File: config.mk
export PLATFORM = sky130hd
export DESIGN_NAME = elevator_controller
export DESIGN_NICKNAME = d
export VERILOG_FILES = /design/src/hw/rtl/elv_pkg.sv /design/src/hw/rtl/elv_cfg_regs.sv /design/src/hw/rtl/elv_core.sv /design/src/hw/rtl/elevator_controller.sv
export SDC_FILE = /design/constraint.sdc
export NUM_CORES = 1
export LEC_CHECK = 0
export BUFFER_PORTS_ARGS = -buffer_cell sky130_fd_sc_hd__buf_2
export CAP_MARGIN = 20
export CELL_PAD_IN_SITES_DETAIL_PLACEMENT = 1
export CELL_PAD_IN_SITES_GLOBAL_PLACEMENT = 1
export CORE_MARGIN = 2
export CORE_UTILIZATION = 52
export DETAILED_ROUTE_END_ITERATION = 10
export PLACE_DENSITY = 0.84
export SYNTH_ARGS = -nofsm -noshare
export SYNTH_HDL_FRONTEND = slang
export SYNTH_SLANG_ARGS = --single-unit
File: constraint.sdc
create_clock -name clk -period 5.5 [get_ports clk]
set_input_delay 0.825 -clock clk [delete_from_list [all_inputs] [get_ports clk]]
set_output_delay 0.825 -clock clk [all_outputs]
set_load 0.01 [all_outputs]
File: src/hw/rtl/elv_pkg.sv
`timescale 1ns / 1ps
`default_nettype none

package elv_pkg;

	// Car geometry and field widths
	localparam int unsigned FLOORS    = 3;
	localparam int unsigned FLOOR_W   = 2;
	localparam int unsigned TICK_W    = 8;
	localparam int unsigned CFG_IDX_W = 2;

	// Configuration register indexes
	typedef enum logic [CFG_IDX_W-1:0] {
		REG_WAIT_TICKS  = 2'd0,
		REG_DOOR_TICKS  = 2'd1,
		REG_FLOOR_TICKS = 2'd2
	} reg_idx_t;

	// Reset values of the configuration registers
	localparam logic [TICK_W-1:0] WAIT_TICKS_RST  = 8'd2;
	localparam logic [TICK_W-1:0] DOOR_TICKS_RST  = 8'd6;
	localparam logic [TICK_W-1:0] FLOOR_TICKS_RST = 8'd16;

	// Input operation codes
	typedef enum logic {
		OP_TICK = 1'b0,
		OP_CALL = 1'b1
	} op_t;

	// Car modes
	typedef enum logic [2:0] {
		MODE_IDLE  = 3'd0,
		MODE_WAIT  = 3'd1,
		MODE_CLOSE = 3'd2,
		MODE_MOVE  = 3'd3,
		MODE_OPEN  = 3'd4
	} mode_t;

	typedef struct packed {
		logic               op;
		logic [FLOOR_W-1:0] call_floor;
	} in_t;

	typedef struct packed {
		logic [FLOOR_W-1:0] floor_now;
		logic [2:0]         mode_code;
		logic               red_lamp;
		logic               yellow_lamp;
		logic               green_lamp;
		logic [FLOOR_W-1:0] shown_digit;
		logic               shown_dash;
		logic               ticking;
	} out_t;

	typedef struct packed {
		logic [TICK_W-1:0] wait_ticks;
		logic [TICK_W-1:0] door_ticks;
		logic [TICK_W-1:0] floor_ticks;
	} cfg_t;

	typedef struct packed {
		logic green;
		logic yellow;
		logic red;
	} lamps_t;

	typedef struct packed {
		logic [FLOOR_W-1:0] car_floor;
		logic [FLOOR_W-1:0] target_floor;
		mode_t              mode;
		logic [TICK_W-1:0]  move_count;
		logic [TICK_W-1:0]  wait_count;
		logic [TICK_W-1:0]  close_count;
		logic [TICK_W-1:0]  open_count;
		lamps_t             lamps;
		logic               timer_on;
		logic [FLOOR_W-1:0] display_digit;
		logic               display_dash;
	} state_t;

	typedef struct packed {
		logic              wrap;
		logic [TICK_W-1:0] cnt;
	} count_step_t;

	// Advance a wrapping phase counter; a length of zero wraps on every tick
	function automatic count_step_t count_advance(input logic [TICK_W-1:0] cnt,
			input logic [TICK_W-1:0] len);
		logic [TICK_W:0] nxt;
		count_step_t     res;
		nxt = {1'b0, cnt} + {{TICK_W{1'b0}}, 1'b1};
		if (nxt >= {1'b0, len}) begin
			res.wrap = 1'b1;
			res.cnt  = '0;
		end else begin
			res.wrap = 1'b0;
			res.cnt  = nxt[TICK_W-1:0];
		end
		return res;
	endfunction

endpackage

`default_nettype wire

File: src/hw/rtl/elv_cfg_regs.sv
`timescale 1ns / 1ps
`default_nettype none

module elv_cfg_regs (
	input  wire logic                          clk,
	input  wire logic                          arst_n,
	input  wire logic                          cfg_valid,
	input  wire logic [elv_pkg::CFG_IDX_W-1:0] cfg_index,
	input  wire logic [elv_pkg::TICK_W-1:0]    cfg_data,
	output elv_pkg::cfg_t                      cfg
);
	import elv_pkg::*;

	cfg_t cfg_q;

	// Write the addressed phase length; unknown indexes are dropped
	always_ff @(posedge clk or negedge arst_n) begin
		if (!arst_n) begin
			cfg_q.wait_ticks  <= WAIT_TICKS_RST;
			cfg_q.door_ticks  <= DOOR_TICKS_RST;
			cfg_q.floor_ticks <= FLOOR_TICKS_RST;
		end else if (cfg_valid) begin
			case (reg_idx_t'(cfg_index))
				REG_WAIT_TICKS:  cfg_q.wait_ticks  <= cfg_data;
				REG_DOOR_TICKS:  cfg_q.door_ticks  <= cfg_data;
				REG_FLOOR_TICKS: cfg_q.floor_ticks <= cfg_data;
				default: ;
			endcase
		end
	end

	assign cfg = cfg_q;

endmodule

`default_nettype wire

File: src/hw/rtl/elv_core.sv
`timescale 1ns / 1ps
`default_nettype none

module elv_core (
	input  wire logic   clk,
	input  wire logic   arst_n,
	input  wire logic   step_en,
	input  wire elv_pkg::in_t  item,
	input  wire elv_pkg::cfg_t cfg,
	output elv_pkg::out_t result
);
	import elv_pkg::*;

	state_t      st_q;
	state_t      st_nxt;
	count_step_t cs;

	// Next state for one beat
	always_comb begin
		st_nxt = st_q;
		cs     = '0;
		if (item.op == OP_CALL) begin
			if (st_q.mode == MODE_IDLE && {30'd0, item.call_floor} < FLOORS) begin
				st_nxt.target_floor = item.call_floor;
				if (item.call_floor != st_q.car_floor) begin
					st_nxt.mode     = MODE_WAIT;
					st_nxt.timer_on = 1'b1;
				end
			end
		end else if (st_q.timer_on) begin
			case (st_q.mode)
				MODE_MOVE: begin
					cs = count_advance(st_q.move_count, cfg.floor_ticks);
					st_nxt.move_count = cs.cnt;
					st_nxt.lamps.red  = ~st_q.lamps.red;
					if (cs.wrap && st_q.target_floor > st_q.car_floor) begin
						st_nxt.car_floor     = FLOOR_W'(st_q.car_floor + 1'b1);
						st_nxt.display_digit = FLOOR_W'(st_q.car_floor + 1'b1);
						st_nxt.display_dash  = 1'b0;
					end else if (cs.wrap && st_q.target_floor < st_q.car_floor) begin
						st_nxt.car_floor     = FLOOR_W'(st_q.car_floor - 1'b1);
						st_nxt.display_digit = FLOOR_W'(st_q.car_floor - 1'b1);
						st_nxt.display_dash  = 1'b0;
					end else if (st_q.target_floor == st_q.car_floor) begin
						st_nxt.mode      = MODE_OPEN;
						st_nxt.lamps.red = 1'b0;
					end else begin
						st_nxt.display_digit = (st_q.target_floor > st_q.car_floor) ?
							st_q.car_floor : FLOOR_W'(st_q.car_floor - 1'b1);
						st_nxt.display_dash  = 1'b1;
					end
				end
				MODE_WAIT: begin
					cs = count_advance(st_q.wait_count, cfg.wait_ticks);
					st_nxt.wait_count = cs.cnt;
					if (cs.wrap) begin
						st_nxt.mode = MODE_CLOSE;
					end
				end
				MODE_CLOSE: begin
					cs = count_advance(st_q.close_count, cfg.door_ticks);
					st_nxt.close_count   = cs.cnt;
					st_nxt.lamps.yellow  = cs.wrap ? 1'b0 : ~st_q.lamps.yellow;
					st_nxt.display_digit = st_q.car_floor;
					st_nxt.display_dash  = 1'b0;
					if (cs.wrap) begin
						st_nxt.mode = MODE_MOVE;
					end
				end
				MODE_OPEN: begin
					cs = count_advance(st_q.open_count, cfg.door_ticks);
					st_nxt.open_count    = cs.cnt;
					st_nxt.lamps.green   = cs.wrap ? 1'b0 : ~st_q.lamps.green;
					st_nxt.display_digit = st_q.car_floor;
					st_nxt.display_dash  = 1'b0;
					if (cs.wrap) begin
						st_nxt.mode = MODE_IDLE;
					end
				end
				default: begin
					st_nxt.lamps    = '0;
					st_nxt.timer_on = 1'b0;
				end
			endcase
		end
	end

	// Hold the car state between beats
	always_ff @(posedge clk or negedge arst_n) begin
		if (!arst_n) begin
			st_q <= '{
				car_floor:     '0,
				target_floor:  '0,
				mode:          MODE_IDLE,
				move_count:    '0,
				wait_count:    '0,
				close_count:   '0,
				open_count:    '0,
				lamps:         '0,
				timer_on:      1'b0,
				display_digit: '0,
				display_dash:  1'b0
			};
		end else if (step_en) begin
			st_q <= st_nxt;
		end
	end

	// Result shows the state after the beat
	always_comb begin
		result.floor_now   = st_nxt.car_floor;
		result.mode_code   = st_nxt.mode;
		result.red_lamp    = st_nxt.lamps.red;
		result.yellow_lamp = st_nxt.lamps.yellow;
		result.green_lamp  = st_nxt.lamps.green;
		result.shown_digit = st_nxt.display_digit;
		result.shown_dash  = st_nxt.display_dash;
		result.ticking     = st_nxt.timer_on;
	end

`ifndef NO_ASSERTIONS
	a_floor_range: assert property (@(posedge clk) disable iff (!arst_n)
		{30'd0, st_q.car_floor} < FLOORS)
		else $error("car floor out of range");
	a_timer_idle: assert property (@(posedge clk) disable iff (!arst_n)
		!st_q.timer_on |-> st_q.mode == MODE_IDLE)
		else $error("car active with the timer stopped");
	a_one_lamp: assert property (@(posedge clk) disable iff (!arst_n)
		$onehot0(st_q.lamps))
		else $error("more than one lamp lit");
	a_red_moving: assert property (@(posedge clk) disable iff (!arst_n)
		st_q.lamps.red |-> st_q.mode == MODE_MOVE)
		else $error("red lamp lit outside moving");
`endif

endmodule

`default_nettype wire

File: src/hw/rtl/elevator_controller.sv
// Elevator controller: one result beat for every input beat.
// Input channel in_valid/in_ready/in_data carries either a timer tick or a
// floor call; output channel out_valid/out_ready/out_data returns the car
// state after that beat (floor, mode, lamps, display, timer flag).
// Configuration channel cfg_valid/cfg_ready/cfg_index/cfg_data writes the
// wait, door and floor tick lengths; cfg_ready is always high and writes
// are meant to arrive while no beat is in flight.
// A beat accepted into the input register is evaluated against the car state
// and lands in the output register once the output side can advance, from
// where it can be taken. The car takes one beat per cycle while out_ready
// keeps the output side moving; the state update between the input register
// and the output register is combinational.
// When out_ready is low the output register holds its beat, the input
// register fills, and in_ready drops once both are full; no beat is lost.
// Reset (arst_n low) puts the car idle at floor 0 with lamps off, the timer
// stopped, both registers empty, and the tick lengths at 2, 6 and 16.
`timescale 1ns / 1ps
`default_nettype none

module elevator_controller (
	input  wire logic                          clk,
	input  wire logic                          arst_n,
	input  wire logic                          in_valid,
	output logic                               in_ready,
	input  wire elv_pkg::in_t                  in_data,
	output logic                               out_valid,
	input  wire logic                          out_ready,
	output elv_pkg::out_t                      out_data,
	input  wire logic                          cfg_valid,
	output logic                               cfg_ready,
	input  wire logic [elv_pkg::CFG_IDX_W-1:0] cfg_index,
	input  wire logic [elv_pkg::TICK_W-1:0]    cfg_data
);
	import elv_pkg::*;

	logic  valid_s1;
	in_t   item_s1;
	logic  out_valid_q;
	out_t  out_q;
	logic  advance;
	logic  step_en;
	cfg_t  cfg;
	out_t  result;

	assign advance   = !out_valid_q || out_ready;
	assign step_en   = valid_s1 && advance;
	assign in_ready  = !valid_s1 || advance;
	assign cfg_ready = 1'b1;

	elv_cfg_regs u_cfg (
		.clk       (clk),
		.arst_n    (arst_n),
		.cfg_valid (cfg_valid),
		.cfg_index (cfg_index),
		.cfg_data  (cfg_data),
		.cfg       (cfg)
	);

	elv_core u_core (
		.clk     (clk),
		.arst_n  (arst_n),
		.step_en (step_en),
		.item    (item_s1),
		.cfg     (cfg),
		.result  (result)
	);

	// Input register: take a beat whenever the slot frees up
	always_ff @(posedge clk or negedge arst_n) begin
		if (!arst_n) begin
			valid_s1 <= 1'b0;
		end else if (in_ready) begin
			valid_s1 <= in_valid;
		end
	end

	always_ff @(posedge clk) begin
		if (in_valid && in_ready) begin
			item_s1 <= in_data;
		end
	end

	// Output register: load on a step, drop when taken
	always_ff @(posedge clk or negedge arst_n) begin
		if (!arst_n) begin
			out_valid_q <= 1'b0;
		end else if (advance) begin
			out_valid_q <= valid_s1;
		end
	end

	always_ff @(posedge clk) begin
		if (step_en) begin
			out_q <= result;
		end
	end

	assign out_valid = out_valid_q;
	assign out_data  = out_q;

`ifndef NO_ASSERTIONS
	a_hold_s1: assert property (@(posedge clk) disable iff (!arst_n)
		valid_s1 && !advance |=> valid_s1 && $stable(item_s1))
		else $error("input register lost a stalled beat");
	a_step_fills: assert property (@(posedge clk) disable iff (!arst_n)
		step_en |=> out_valid_q)
		else $error("evaluated beat did not reach the output register");
`endif

endmodule

`default_nettype wire

==> metrics.yaml <==
status:
  status: "complete, no violations"
synthesis:
  syn-cell-area_sq_um: 5309
  ys_types: 65
  synthSimpleGateAreaFrac: 0.1744
  synth_top_family_by_area: "simple AND/OR/NAND/NOR gates"
  yosys_warnings: 0
  yosys.area_share.adder: 0.08956
  synthFlopType: "dfrtp_1"
  synth-seq-area-share: 0.4252
  synth-seq-cells: 87
  synthCells: 537
  synth_compound_area_frac: 0.1735
  synth_edf_count: 15
  async_flop_share: 0.8276
  synth.mux.area_fraction: 0.04431
  synth_nets: 593
  avgSynthCellArea_sq_um: 9.886
  synthXorXnorAreaFrac: 0.05279
clock_tree:
  htree_levels: 3
  post-cts-setup-buffers: 0
  cts-buffers-inserted: 9
  insertion_delay_ns: 0.37
  clk_path_buf_depth: 2
  cts.reportedPaths.clkPinSlew_ns: 0.09
  cts_resized: 0
  cts_hold_buffers: 0
  clock-root-buffer: "clkbuf_8"
  cts_tree: "built"
  clock_sinks: 87
placement:
  dpl.hpwl_um: 9436
  gp_congestion: 0.8311
  io_buffers: 31
  place_area_sq_um: 5544
detailed_routing:
  wirelength_um: 12830
  drt_iter0_drc: 207
  drc: 0
  num_vias: 4150
  detail-route-antenna-nets: 0
  viasPerCell: 5.878
  wl_per_cell_um: 18.18
  first_pass_iters: 4
critical_path:
  crit_path_end_kind: "flip-flop"
  start_kind: "flip-flop"
  r2r_slack_ns: 2.33
  crit_required_ns: 5.61
  reg2reg_depth: 12
  critPathMaxFanout: 8
  arrival_ns: 3.28
  crit_type: "flip-flop to flip-flop"
timing:
  hold_viol: 0
  slew_violations: 0
  period_needed_ns: 3.170
  tns_ns: 0
  rsz0062_at_grt: "no"
  fin_crit_sh: 0.5763
  setup_viol: 0
  tightest_slew_ns: 0.9460
  relSlewSlack: 0.3693
  fin_skew_ns: 0.009260
  timing.fmax_ghz: 0.3155
pwr:
  power.internal_mw: 1.199
  power_density_nw_per_um2: 319.8
  combPwrFrac: 0.294
  leakage_nw: 2.610
  p_sw_mw: 0.6420
  seqPwrFrac: 0.439
  ir_drop_mv: 0.1783
  p_clk_frac: 0.267
  switching_share: 0.3488
floorplan:
  rows: 36
  initial_utilization: 0.5382
  die_h_um: 105.0
  dieArea_sq_um: 11030
  pin_count: 33
  core_region_area_sq_um: 9864
  fp.dieW_um: 105.0
final_layout:
  nNetsFinal: 624
  fillers: 1145
  areaGrowthSynthToFinish_pct: 8.414
  antenna_cells: 0
  final_area_sq_um: 5756
  drive_above_1_share: 0.1675
  register_area_sq_um: 2257
  multiInputGateArea_sq_um: 2841
hold_path:
  hp-class: "flip-flop to flip-flop"
  holdPathStages: 2
grt:
  grt_usage: 0.2517
  grt_antenna_before_repair: 0
  grt_remaining_overflow: 0
  grt_first_pass_wirelength_um: 22120
  grt_max_degree: 73
  grt_pass1_vias: 4501
job:
  drv_cap: 0
## logic make-up (layout without fill, tap and decap cells)
family          count (synthesis)  after routing
mux                            21             21
other cells                     1              1
buf+inv                        42             78
simple gates                  180            180
flops                          87             87
fa+ha+maj                      38             38
compound gates                136            136
xor+xnor                       32             32
## layout make-up
cell class,count,area share
multi-input cells,408,0.4937
well taps,133,0.02891
clock buffers,9,0.02152
clock inverters,7,0.01522
flip-flops and latches,87,0.3922
repair buffers,33,0.02957
inverters,29,0.01891
## metal layers
layer | GRT usage | vias up | part of all wire
li1 | - | 1996 | -
met1 | 0.3308 | 2057 | 0.45
met2 | 0.4295 | 78 | 0.50
met3 | 0.03556 | 19 | 0.030
met4 | 0.07905 | 0 | 0.017
met5 | 0 | - | 0
## worst max-delay path, stage by stage (launching register included)
cell      delay [ns]
dfrtp_1         0.42
and2_4          0.18
nand4_1         0.19
nor2_1          0.17
xor2_1          0.21
ha_1            0.28
and3_1          0.22
a221oi_2        0.28
o31a_4          0.24
nand2_2         0.10
o21ai_2         0.16
mux2i_1         0.31
o21ai_0         0.15
## cell usage after synthesis, types with 3 or more instances
cell type,n,area [sq um]
o21ai_0,43,215.2
a21oi_1,24,120.1
a211oi_1,3,22.52
ha_1,38,475.5
and3_1,11,68.82
mux2_2,20,225.2
xor2_1,13,113.9
inv_1,28,105.1
nand2_1,56,210.2
or3_1,3,18.77
nand2_2,3,18.77
clkbuf_1,3,11.26
nand3_1,28,140.1
o31ai_1,4,30.03
nor2b_1,5,31.28
o21a_1,3,22.52
o211ai_1,6,45.04
xnor2_1,19,166.4
a21oi_2,3,26.28
edfxtp_1,15,450.4
nand2b_1,13,81.33
a31oi_1,6,37.54
a22o_1,12,105.1
and2_1,4,25.02
nand3b_1,5,37.54
nor2_1,27,101.4
nand4_1,5,31.28
a22oi_1,5,37.54
dfstp_2,4,105.1
dfrtp_1,68,1702
buf_6,3,33.78
a21o_1,8,60.06
o21ai_1,5,25.02
nor3_1,4,20.02
## registers in the layout, summed over array words and instances, names as in the netlist
name         cells
u_cfg.cfg       24
out_data        12
u_core.st_q     46
out_valid        1
valid_s1         1
item_s1          3
## placed cells by master (no fill, tap or decap), types with 4 or more instances in the layout
master / n
a31oi_1: 6
a21oi_1: 24
dfrtp_1: 68
a22o_1: 12
clkbuf_8: 9
o21ai_1: 5
o21ai_0: 43
o211ai_1: 6
o31ai_1: 4
a22oi_1: 5
nand3_1: 28
inv_1: 28
and2_1: 4
mux2_2: 20
nand3b_1: 5
buf_2: 31
ha_1: 38
nand2_1: 56
xnor2_1: 19
edfxtp_1: 15
xor2_1: 13
dfstp_2: 4
a21o_1: 8
nand2b_1: 13
and3_1: 11
nand4_1: 5
nor2_1: 27
nor2b_1: 5
nor3_1: 4
## worst paths after layout
| path | endpoint | start |
|---|---|---|
| worst max-delay path | out_data[2]$_DFFE_PP_ | u_core.st_q[33]$_DFFE_PN0P_ |
| worst min-delay path | u_cfg.cfg[17]$_DFFE_PN1P_ | u_cfg.cfg[17]$_DFFE_PN1P_ |
| worst max register to register | out_data[2]$_DFFE_PP_ | u_core.st_q[33]$_DFFE_PN0P_ |
| worst min register to register | u_cfg.cfg[17]$_DFFE_PN1P_ | u_cfg.cfg[17]$_DFFE_PN1P_ |
| max in group asynchronous | u_core.st_q[45]$_DFFE_PN0P_ | arst_n |
| min in group asynchronous | u_core.st_q[10]$_DFFE_PN0P_ | arst_n |
## per-stage QoR
stage          total power [mW]  worst slack (ns)  instances  hold WS, ns    util
3_3_place_gp              1.309             2.510        690       0.4924  0.5620
6_report                  1.841             2.330        706       0.5161  0.5835
5_1_grt                   1.958             2.069        706       0.5262  0.5835
3_5_place_dp              1.347             2.327        690       0.4981  0.5620
2_1_floorplan             1.204             2.723        537       0.4775       -
4_1_cts                   1.849             2.333        706       0.5179  0.5835
## power by group through the flow
stage / clock network [mW] / logic, mW / registers (mW)
global placement: 0 / 0.497 / 0.812
global route: 0.535 / 0.605 / 0.818
detailed placement: 0 / 0.529 / 0.818
CTS: 0.500 / 0.541 / 0.807
floorplan: 0 / 0.410 / 0.794
finish: 0.491 / 0.542 / 0.808
Note: power is estimated with default switching activity, not from simulation.
